===== src/hdl/pbdp_pkg.sv =====
// ----------------------------------------------------------------------------
// pbdp_pkg
// Constants and types shared by the palette dither packer: luma weights, Bayer matrix.
// ----------------------------------------------------------------------------
package pbdp_pkg;

  localparam int unsigned LumaW = 16;

  localparam logic [LumaW-1:0] LumaWeightR = 16'd77;
  localparam logic [LumaW-1:0] LumaWeightG = 16'd150;
  localparam logic [LumaW-1:0] LumaWeightB = 16'd29;

  localparam logic [3:0] Bayer4 [4][4] = '{
    '{4'd0,  4'd8,  4'd2,  4'd10},
    '{4'd12, 4'd4,  4'd14, 4'd6 },
    '{4'd3,  4'd11, 4'd1,  4'd9 },
    '{4'd15, 4'd7,  4'd13, 4'd5 }
  };

  typedef enum logic {
    OP_PALETTE = 1'b0,
    OP_PIXEL   = 1'b1
  } op_e;

  typedef struct packed {
    logic       valid;
    logic [7:0] scanline;
    logic       draw;
  } pix_ctl_t;

endpackage


===== src/hdl/palette_bayer_dither_packer.sv =====
// ----------------------------------------------------------------------------
// palette_bayer_dither_packer
// Palette luma lookup, 4x4 Bayer ordered dither, 8-to-1 bit packing.
// ----------------------------------------------------------------------------
// Channel   Handshake                 Payload
// cfg       row_phase_offset_we_i     row_phase_offset_i
// in        in_valid_i / in_ready_o   op, index, red, green, blue, scanline, draw
// out       out_valid_o / out_ready_i out_byte, byte_column, row, line_end
//
// One item per cycle unless the output stalls. A byte reaches its output
// register after the pixel that completes it is accepted and passes through the
// input reg, the luma RAM read and dither/pack into the output register. Reset
// clears the luma valid bits at once; no clearing pass. A stalled output holds
// only the stages behind it that need it; pixels that emit nothing keep flowing.
// ----------------------------------------------------------------------------
module palette_bayer_dither_packer #(
  parameter int unsigned LINE_WIDTH   = 256,
  parameter int unsigned LINE_COUNT   = 240,
  parameter int unsigned PALETTE_SIZE = 256
) (
  input  logic       clk_i,
  input  logic       rst_ni,
  input  logic       row_phase_offset_we_i,
  input  logic [1:0] row_phase_offset_i,
  input  logic       in_valid_i,
  output logic       in_ready_o,
  input  logic       op_i,
  input  logic [7:0] index_i,
  input  logic [7:0] red_i,
  input  logic [7:0] green_i,
  input  logic [7:0] blue_i,
  input  logic [7:0] scanline_i,
  input  logic       draw_i,
  output logic       out_valid_o,
  input  logic       out_ready_i,
  output logic [7:0] out_byte_o,
  output logic [4:0] byte_column_o,
  output logic [7:0] row_o,
  output logic       line_end_o
);
  import pbdp_pkg::*;

  localparam int unsigned AW = $clog2(PALETTE_SIZE);
  localparam int unsigned PW = $clog2(LINE_WIDTH);
  localparam logic [8:0]    PalSize   = 9'(PALETTE_SIZE);
  localparam logic [10:0]   LineCount = 11'(LINE_COUNT);
  localparam logic [PW-1:0] LastPos   = PW'(LINE_WIDTH - 1);
  localparam logic [4:0]    LastCol   = 5'((LINE_WIDTH - 1) / 8);

  logic [1:0] offset_q;

  // stage 1: input register
  logic       s1_valid_q;
  op_e        s1_op_q;
  logic [7:0] s1_index_q, s1_red_q, s1_green_q, s1_blue_q;
  pix_ctl_t   s1_ctl_q;

  // stage 2: luma read
  logic       s2_valid_q;
  pix_ctl_t   s2_ctl_q;
  logic       s2_hit_q;
  logic [7:0] s2_rd_q;

  // luma table
  logic [7:0]        mem [PALETTE_SIZE];
  logic [PALETTE_SIZE-1:0] lv_q;

  logic [7:0]    acc_q;
  logic [PW-1:0] pos_q;

  logic       out_valid_q, line_end_q;
  logic [7:0] out_byte_q, row_q;
  logic [4:0] byte_col_q;

  logic              out_ok, s2_fire, s2_free, s1_fire, s1_free;
  logic              s1_in_range, s1_hit, s1_wr;
  logic [AW-1:0]     s1_addr;
  logic [LumaW-1:0]  luma_sum;
  logic [7:0]        luma_new, s2_luma, threshold, bit_mask, acc_new;
  logic [1:0]        dither_row;
  logic              white, last, done, s2_emit;
  logic [12:0]       col_ext;

  assign out_ok  = !out_valid_q || out_ready_i;
  assign s2_fire = s2_valid_q && (!s2_emit || out_ok);
  assign s2_free = !s2_valid_q || s2_fire;
  assign s1_fire = s1_valid_q && s2_free;
  assign s1_free = !s1_valid_q || s1_fire;
  assign in_ready_o = s1_free;

  assign s1_in_range = {1'b0, s1_index_q} < PalSize;
  assign s1_addr     = s1_index_q[AW-1:0];
  assign s1_hit      = s1_in_range && lv_q[s1_addr];
  assign s1_wr       = s1_fire && (s1_op_q == OP_PALETTE) && s1_in_range;

  assign luma_sum = 16'(s1_red_q) * LumaWeightR + 16'(s1_green_q) * LumaWeightG
                  + 16'(s1_blue_q) * LumaWeightB;
  assign luma_new = luma_sum[15:8];

  assign s2_luma    = s2_hit_q ? s2_rd_q : 8'd0;
  assign dither_row = s2_ctl_q.scanline[1:0] + offset_q;
  assign threshold  = {Bayer4[dither_row][pos_q[1:0]], 4'b1000};
  assign white      = s2_luma >= threshold;
  assign bit_mask   = 8'h80 >> pos_q[2:0];
  assign acc_new    = white ? (acc_q | bit_mask) : acc_q;
  assign last       = pos_q == LastPos;
  assign done       = (pos_q[2:0] == 3'd7) || last;
  assign s2_emit    = done && s2_ctl_q.draw && ({3'b000, s2_ctl_q.scanline} < LineCount);
  assign col_ext    = 13'(pos_q);

  always_ff @(posedge clk_i or negedge rst_ni) begin
    if (!rst_ni) begin
      offset_q    <= 2'd0;
      s1_valid_q  <= 1'b0;
      s2_valid_q  <= 1'b0;
      lv_q        <= '0;
      acc_q       <= 8'd0;
      pos_q       <= '0;
      out_valid_q <= 1'b0;
    end else begin
      if (row_phase_offset_we_i) begin
        offset_q <= row_phase_offset_i;
      end
      if (s1_free) begin
        s1_valid_q <= in_valid_i;
      end
      if (s2_free) begin
        s2_valid_q <= s1_fire && (s1_op_q == OP_PIXEL);
      end
      if (s1_wr) begin
        lv_q[s1_addr] <= 1'b1;
      end
      if (s2_fire) begin
        acc_q <= done ? 8'd0 : acc_new;
        pos_q <= last ? '0 : pos_q + 1'b1;
      end
      if (s2_fire && s2_emit) begin
        out_valid_q <= 1'b1;
      end else if (out_ready_i) begin
        out_valid_q <= 1'b0;
      end
    end
  end

  always_ff @(posedge clk_i) begin
    if (in_valid_i && s1_free) begin
      s1_op_q        <= op_e'(op_i);
      s1_index_q     <= index_i;
      s1_red_q       <= red_i;
      s1_green_q     <= green_i;
      s1_blue_q      <= blue_i;
      s1_ctl_q       <= '{valid: 1'b1, scanline: scanline_i, draw: draw_i};
    end
    if (s1_fire) begin
      s2_ctl_q <= s1_ctl_q;
      s2_hit_q <= s1_hit;
    end
    if (s2_fire && s2_emit) begin
      out_byte_q <= acc_new;
      byte_col_q <= col_ext[7:3];
      row_q      <= s2_ctl_q.scanline;
      line_end_q <= last;
    end
  end

  always_ff @(posedge clk_i) begin
    if (s1_wr) begin
      mem[s1_addr] <= luma_new;
    end
    if (s1_fire) begin
      s2_rd_q <= mem[s1_addr];
    end
  end

  assign out_valid_o   = out_valid_q;
  assign out_byte_o    = out_byte_q;
  assign byte_column_o = byte_col_q;
  assign row_o         = row_q;
  assign line_end_o    = line_end_q;

`ifndef NO_ASSERTIONS
  a_pos_range : assert property (@(posedge clk_i) disable iff (!rst_ni)
    pos_q <= LastPos)
    else $error("pixel position past line end");

  a_acc_clear_tail : assert property (@(posedge clk_i) disable iff (!rst_ni)
    (acc_q & (8'hFF >> pos_q[2:0])) == 8'd0)
    else $error("accumulator has bits at or after current position");

  a_line_end_col : assert property (@(posedge clk_i) disable iff (!rst_ni)
    out_valid_q && line_end_q |-> byte_col_q == LastCol)
    else $error("line end on wrong byte column");

  a_oor_black : assert property (@(posedge clk_i) disable iff (!rst_ni)
    s1_fire && !s1_in_range |=> !s2_hit_q)
    else $error("out-of-range palette index hit the table");
`endif

endmodule

===== config.mk =====
export PLATFORM = sky130hd
export DESIGN_NAME = palette_bayer_dither_packer
export DESIGN_NICKNAME = d
export VERILOG_FILES = /design/src/hdl/pbdp_pkg.sv /design/src/hdl/palette_bayer_dither_packer.sv
export SDC_FILE = /design/constraint.sdc
export NUM_CORES = 2
export LEC_CHECK = 0
export ABC_AREA = 1
export BUFFER_PORTS_ARGS = -buffer_cell sky130_fd_sc_hd__buf_2
export CAP_MARGIN = 20
export CELL_PAD_IN_SITES_DETAIL_PLACEMENT = 2
export CELL_PAD_IN_SITES_GLOBAL_PLACEMENT = 2
export CORE_MARGIN = 1.5
export CORE_UTILIZATION = 30
export CTS_BUF_LIST = sky130_fd_sc_hd__clkbuf_2 sky130_fd_sc_hd__clkbuf_4 sky130_fd_sc_hd__clkbuf_8
export DETAILED_ROUTE_END_ITERATION = 10
export PLACE_DENSITY_LB_ADDON = 0.1
export SYNTH_ARGS = -nofsm -noshare
export SYNTH_HDL_FRONTEND = slang
export SYNTH_SLANG_ARGS = --single-unit

===== constraint.sdc =====
create_clock -name clk_i -period 19.82 [get_ports clk_i]
set_input_delay 2.973 -clock clk_i [delete_from_list [all_inputs] [get_ports clk_i]]
set_output_delay 2.973 -clock clk_i [all_outputs]
set_load 0.05 [all_outputs]

# Yosys cells after proc, flatten, opt, wreduce, memory -nomap -nowiden
# Memory sizes are Yosys's and may differ from the RTL's. A register that Yosys moved wholly into a read port is not among the register bits.
# Cells that the tools add are included.
dict set report totals {
  regBits 351
  latch_bits 0
  ram_bits 2048
  rom_bits 0
  input_bits 49
  out_inout_bits 24
  word_cells 80
  n_memories 1
}
dict set report classes {
  n_addsub 4
  mul 3
  div 0
  magnitude_cmp 6
  eq_ne 2
  shifts 1
  muxes 18
  n_bitwise 5
  reduce_logical 19
}
# memory words word_bits rd rd_ports_with_merged_regs write_ports line
set mem_list {}
lappend mem_list {mem 256 8 1 1 1 palette_bayer_dither_packer.sv:65} ;# logic [7:0] mem [PALETTE_SIZE];
# operator count
set ops {}
lappend ops {{$or 256x256->256} 1}
lappend ops {{$bmux 16 s2} 1}
lappend ops {{$mux 16} 2}
lappend ops {{$mux 8} 4}
lappend ops {{$mul 8x7->15 const B} 2}
lappend ops {{$add 15x16->16} 1}
lappend ops {{$add 16x13->16} 1}
lappend ops {{$mul 8x5->13 const B} 1}
lappend ops {{$logic_and 1x1->1} 9}
lappend ops {{$lt 8x9->1 const B} 1}
lappend ops {{$add 8x1->8 const B} 1}
lappend ops {{$bmux 1 s8} 1}
lappend ops {{$bmux 4 s2} 1}
lappend ops {{$demux 1 s8} 1}
lappend ops {{$eq 8x8->1 const B} 1}
lappend ops {{$ge 8x1->1 const B} 1}
lappend ops {{$ge 8x8->1} 1}
lappend ops {{$lt 8x8->1 const B} 1}
lappend ops {{$mux 4} 2}
lappend ops {{$or 8x8->8} 1}
lappend ops {{$shr 8x3->8 const A} 1}
lappend ops {{$ge 3x3->1 const B} 2}
lappend ops {{$mux 1} 6}
lappend ops {{$not 2->3} 2}
lappend ops {{6 further kinds} 13}

# Logic depth before layout (Yosys ltp)
dict set report depth {
  depth_word 12
  depth_mapped 23
  ltp_nobuf 23
}

# Worst setup path before layout
# OpenSTA, ideal clock, no wires.
dict set report synth_timing {
  kind {reg-to-reg}
  from {register s1_green_q[5]}
  to {memory mem[0][3] (data pin)}
  setup_time_ns 1.646
  arrival_time_ns 12.548
  t_required_ns 18.174
  path_slack_ns 5.626
  path_stages_with_launch 21
  n_path_buf 0
  period_less_slack_ns 14.194
  path_cell_list {edfxtp_1 -> ha_1 -> ha_1 -> ha_1 -> inv_1 -> fa_1 -> inv_1 -> ha_1 -> a21o_1 -> a21oi_1 -> xor2_1 -> fa_1 -> fa_1 -> fa_1 -> fa_1 -> inv_1 -> ha_1 -> a21oi_1 -> o21ai_0 -> nor2_1 -> xnor2_1}
}
dict set report synth_via {
  elab_chain_len 3
}
# element line
set synth_rtl {}
lappend synth_rtl {{start: declaration} palette_bayer_dither_packer.sv:55} ;# logic [7:0] s1_index_q, s1_red_q, s1_green_q, s1_blue_q;
lappend synth_rtl {{start signal: assignment} palette_bayer_dither_packer.sv:150} ;# s1_green_q <= green_i;
lappend synth_rtl {{$mul 8x7->15} palette_bayer_dither_packer.sv:96} ;# assign luma_sum = 16'(s1_red_q) * LumaWeightR + 16'(s1_green_q) * LumaWeightG
lappend synth_rtl {{$add 15x16->16} palette_bayer_dither_packer.sv:96}
lappend synth_rtl {{$add 16x13->16} palette_bayer_dither_packer.sv:97} ;# + 16'(s1_blue_q) * LumaWeightB;
lappend synth_rtl {{net luma_sum[11]} palette_bayer_dither_packer.sv:78} ;# logic [LumaW-1:0] luma_sum;
lappend synth_rtl {{end: declaration} palette_bayer_dither_packer.sv:65}
# The timed path passes the listed nets, and every way through them passes these cells.

# Final worst setup path
dict set report layout_timing {
  from {register s1_green_q[5]}
  to {memory mem[29][5] (data pin)}
}
# Same word-level chain as after synthesis.

==> key figures <==
Run
  – Max Cap Viol: 0

Clock network
  – Root buffer cell: clkbuf_8
  – Post-CTS Setup Bufs: 0
  – Clock net sink count: 1636
  – CTS H-tree depth: 5
  – Clock-pin slew on the worst setup and hold paths: 0.06 ns
  – Worst-Skew Late Latency: 1.04 ns
  – Hold buffer count at cts: 0
  – CTS tree: yes
  – CTS buffer count: 326
  – Longest Clk Path Bufs: 4
  – Cts repair resizes: 0

Floorplanning
  – Core area: 0.243 sq mm
  – I/O pin cnt: 73
  – Initial Util: 30.2%
  – Die ar.: 0.248 sq mm
  – Die X: 498 um
  – Die Ht: 498 um
  – Row count: 181

STA
  – Max frequency: 121 MHz
  – Slew HR: 21.1%
  – Max Transition Viols Final: 0
  – RSZ-0062 raised after global routing: no
  – # setup viols final: 0
  – Clock skew: 0.0813 ns
  – Final Hold Fails: 0
  – Final Cycle Share: 41.7%
  – Setup Total Neg Slack: 0 ns
  – Fin crit period: 8.26 ns
  – Worst Tran Pin Value: 1.18 ns

Yosys
  – Distinct cells, synth: 39
  – Sequential area share after synthesis: 65.0%
  – Post-synthesis cell count: 7453
  – Synthesized area: 0.0734 sq mm
  – Synth warn: 0
  – Avg Cell Area, Syn: 9.85 sq um
  – Post-Syn Nets: 7652
  – Simple-gate area share of the yosys netlist: 22.6%
  – Post-Synth Adder-Cell Area: 3.12%
  – Synth Area in Compound Gates: 4.06%
  – Synth Area in XOR/XNOR: 0.298%
  – Main combinational cell family by area after synthesis: simple AND/OR/NAND/NOR gates
  – Multiplexer area fraction after synthesis: 0.0307%
  – Yosys reg bits: 1636

Placed design
  – Final GP Congestion: 0.758
  – HPWL Detailed: 160 mm
  – Port Buffers: 72

Global routing
  – First-pass GRT wire length: 394 mm
  – Tot GR Track Use: 21.5%
  – Initial antenna violation count: 15
  – Largest net degree at the start of global routing: 195
  – Vias in the first global route: 58100
  – GRT overflow: 0

Hold path
  – Min-Delay Path Class: reg2reg

Cells and area
  – Share of cells above drive strength 1: 9.59%
  – Nets: 7640
  – Area Growth Syn to Fin: 12.3%

Worst setup path
  – Crit. End Element: flop
  – Critical path type: reg2reg
  – Worst Path Arrival: 8.97 ns
  – CP Max Fanout: 78
  – WP data required: 20.53 ns
  – Startpoint Class: flop

Routing
  – Router iterations before antenna repair: 5
  – Final WL: 266 mm
  – WL/cell: 24.5 um
  – Detailed-route DRC error count: 0
  – Final ANT Viol Nets: 0
  – Via density: 4.81
  – Routed via count: 52300
  – DRT iter0 DRCs: 2736

Outcome
  – Outcome: finished clean
[per-stage QoR]
step | worst slack (ns) | instances | hold WS (ns) | instance area [sq um] | utilization (%)
final | 11.56 | 10900 | 0.424 | 82400 | 33.9
after global routing | 11.09 | 10900 | 0.427 | 82400 | 33.9
after CTS | 11.40 | 10900 | 0.424 | 82400 | 33.9
after detailed placement | 11.43 | 10300 | 0.414 | 76400 | 31.4
after global placement | 11.50 | 10300 | 0.407 | 76400 | 31.4
after floorplan | 5.63 | 7453 | 0.400 | 73400 | -
[final timing paths]
kind / start / to / slack, ns / cells past startpoint
worst max-delay path: s1_green_q[5]$_DFFE_PP_ / mem[29][5]$_DFFE_PP_ / 11.56 / 22
worst min-delay path: s2_ctl_q[4]$_DFFE_PP_ / row_o[3]$_DFFE_PP_ / 0.42 / 0
worst max register to register: s1_green_q[5]$_DFFE_PP_ / mem[29][5]$_DFFE_PP_ / 11.56 / 22
worst min register to register: s2_ctl_q[4]$_DFFE_PP_ / row_o[3]$_DFFE_PP_ / 0.42 / 0
max in group asynchronous: rst_ni / lv_q[245]$_DFFE_PN0P_ / 15.36 / 3
min in group asynchronous: rst_ni / lv_q[5]$_DFFE_PN0P_ / 1.99 / 1
[layer usage]
metal  track usage, %  part of all wire, %
met2             37.1                   49
met4             6.08                  2.6
met3             2.77                  3.2
met5                0                    0
met1             28.1                   45
[cell families (layout without fill, tap and decap cells)]
kind of cell               after synthesis  count (layout)
muxes                                    2               2
and+or+nand+nor                       4320            4320
DFF                                   1636            1636
other                                    0               6
xor gates and xnor gates                25              25
adders and majority gates              150             150
AOI/OAI and AO/OA                      527             527
buffers and inverters                  793             997
[worst max-delay path, stage by stage (launching register included)]
cell      delay [ns]
edfxtp_1        0.50
ha_1            0.33
ha_1            0.30
ha_1            0.28
inv_1           0.04
fa_1            0.47
inv_1           0.04
ha_1            0.34
a21o_1          0.18
a21oi_1         0.21
xor2_1          0.23
fa_1            0.47
fa_1            0.51
fa_1            0.50
fa_1            0.49
inv_1           0.04
ha_1            0.33
a21oi_1         0.19
nand2_1         0.09
a21oi_1         0.34
xor2_4          0.39
buf_4           0.85
buf_4           0.74
[area by class of cell]
cell class,instances,area (sq um)
fill,26500,161000
timing repair buffer,187,1350
tap,3202,4010
clock buffer,453,5560
antenna,6,15.0
clock inverter,91,492
inverter,266,1020
multi-input combinational,5024,22300
sequential,1636,47700
[Yosys cell counts (all sizes together)]
| master | count | area share [%] |
|---|---|---|
| nand2 | 3757 | 19 |
| edfxtp | 1359 | 56 |
| nor2 | 387 | 2.1 |
| buf | 361 | 2.6 |
| o21ai | 335 | 2.3 |
| dfrtp | 277 | 9.4 |
| inv | 265 | 1.4 |
| clkbuf | 166 | 0.85 |
| nand3 | 133 | 0.91 |
| o21bai | 124 | 1.3 |
| ha | 95 | 1.6 |
| a21oi | 57 | 0.39 |
| fa | 55 | 1.5 |
| or2 | 33 | 0.28 |
| xor2 | 17 | 0.20 |
| nand4 | 8 | 0.097 |
| xnor2 | 8 | 0.095 |
| o31ai | 3 | 0.031 |
| a211oi | 2 | 0.020 |
| a21o | 2 | 0.020 |
| mux2 | 2 | 0.031 |
| nor3 | 2 | 0.014 |
| a31o | 1 | 0.012 |
| a31oi | 1 | 0.0085 |
| a41oi | 1 | 0.012 |
| clkinv | 1 | 0.0051 |
| o21a | 1 | 0.010 |
[state kept, by name, summed over array words and instances (netlist names), 2 cells and up]
name           flops
mem             1280
lv_q             256
s1_ctl_q           9
s2_ctl_q           9
acc_q              8
out_byte_o         8
pos_q              8
row_o              8
s1_addr            8
s1_blue_q          8
s1_green_q         8
s1_red_q           8
byte_column_o      5
s2_rd_q            5
offset_q           2
[layout by cell type (no fill, tap or decap), drive strengths merged, types with 2 or more instances in the layout]
cell type and count:
edfxtp 1359, a21oi 57, clkinv 87, bufinv 4
clkbuf 453, fa 55, dfrtp 277, o21ai 335
a21o 2, or2 33, inv 264, nor3 2
o21bai 124, o31ai 3, xor2 17, nor2 387
mux2 2, buf 187, diode 6, nand3 133
clkinvlp 2, nand4 8, nand2 3757, xnor2 8
ha 95, a211oi 2
Power is not shown: default switching activity piles up to over one toggle a cycle in this logic, so the estimate is an artifact.
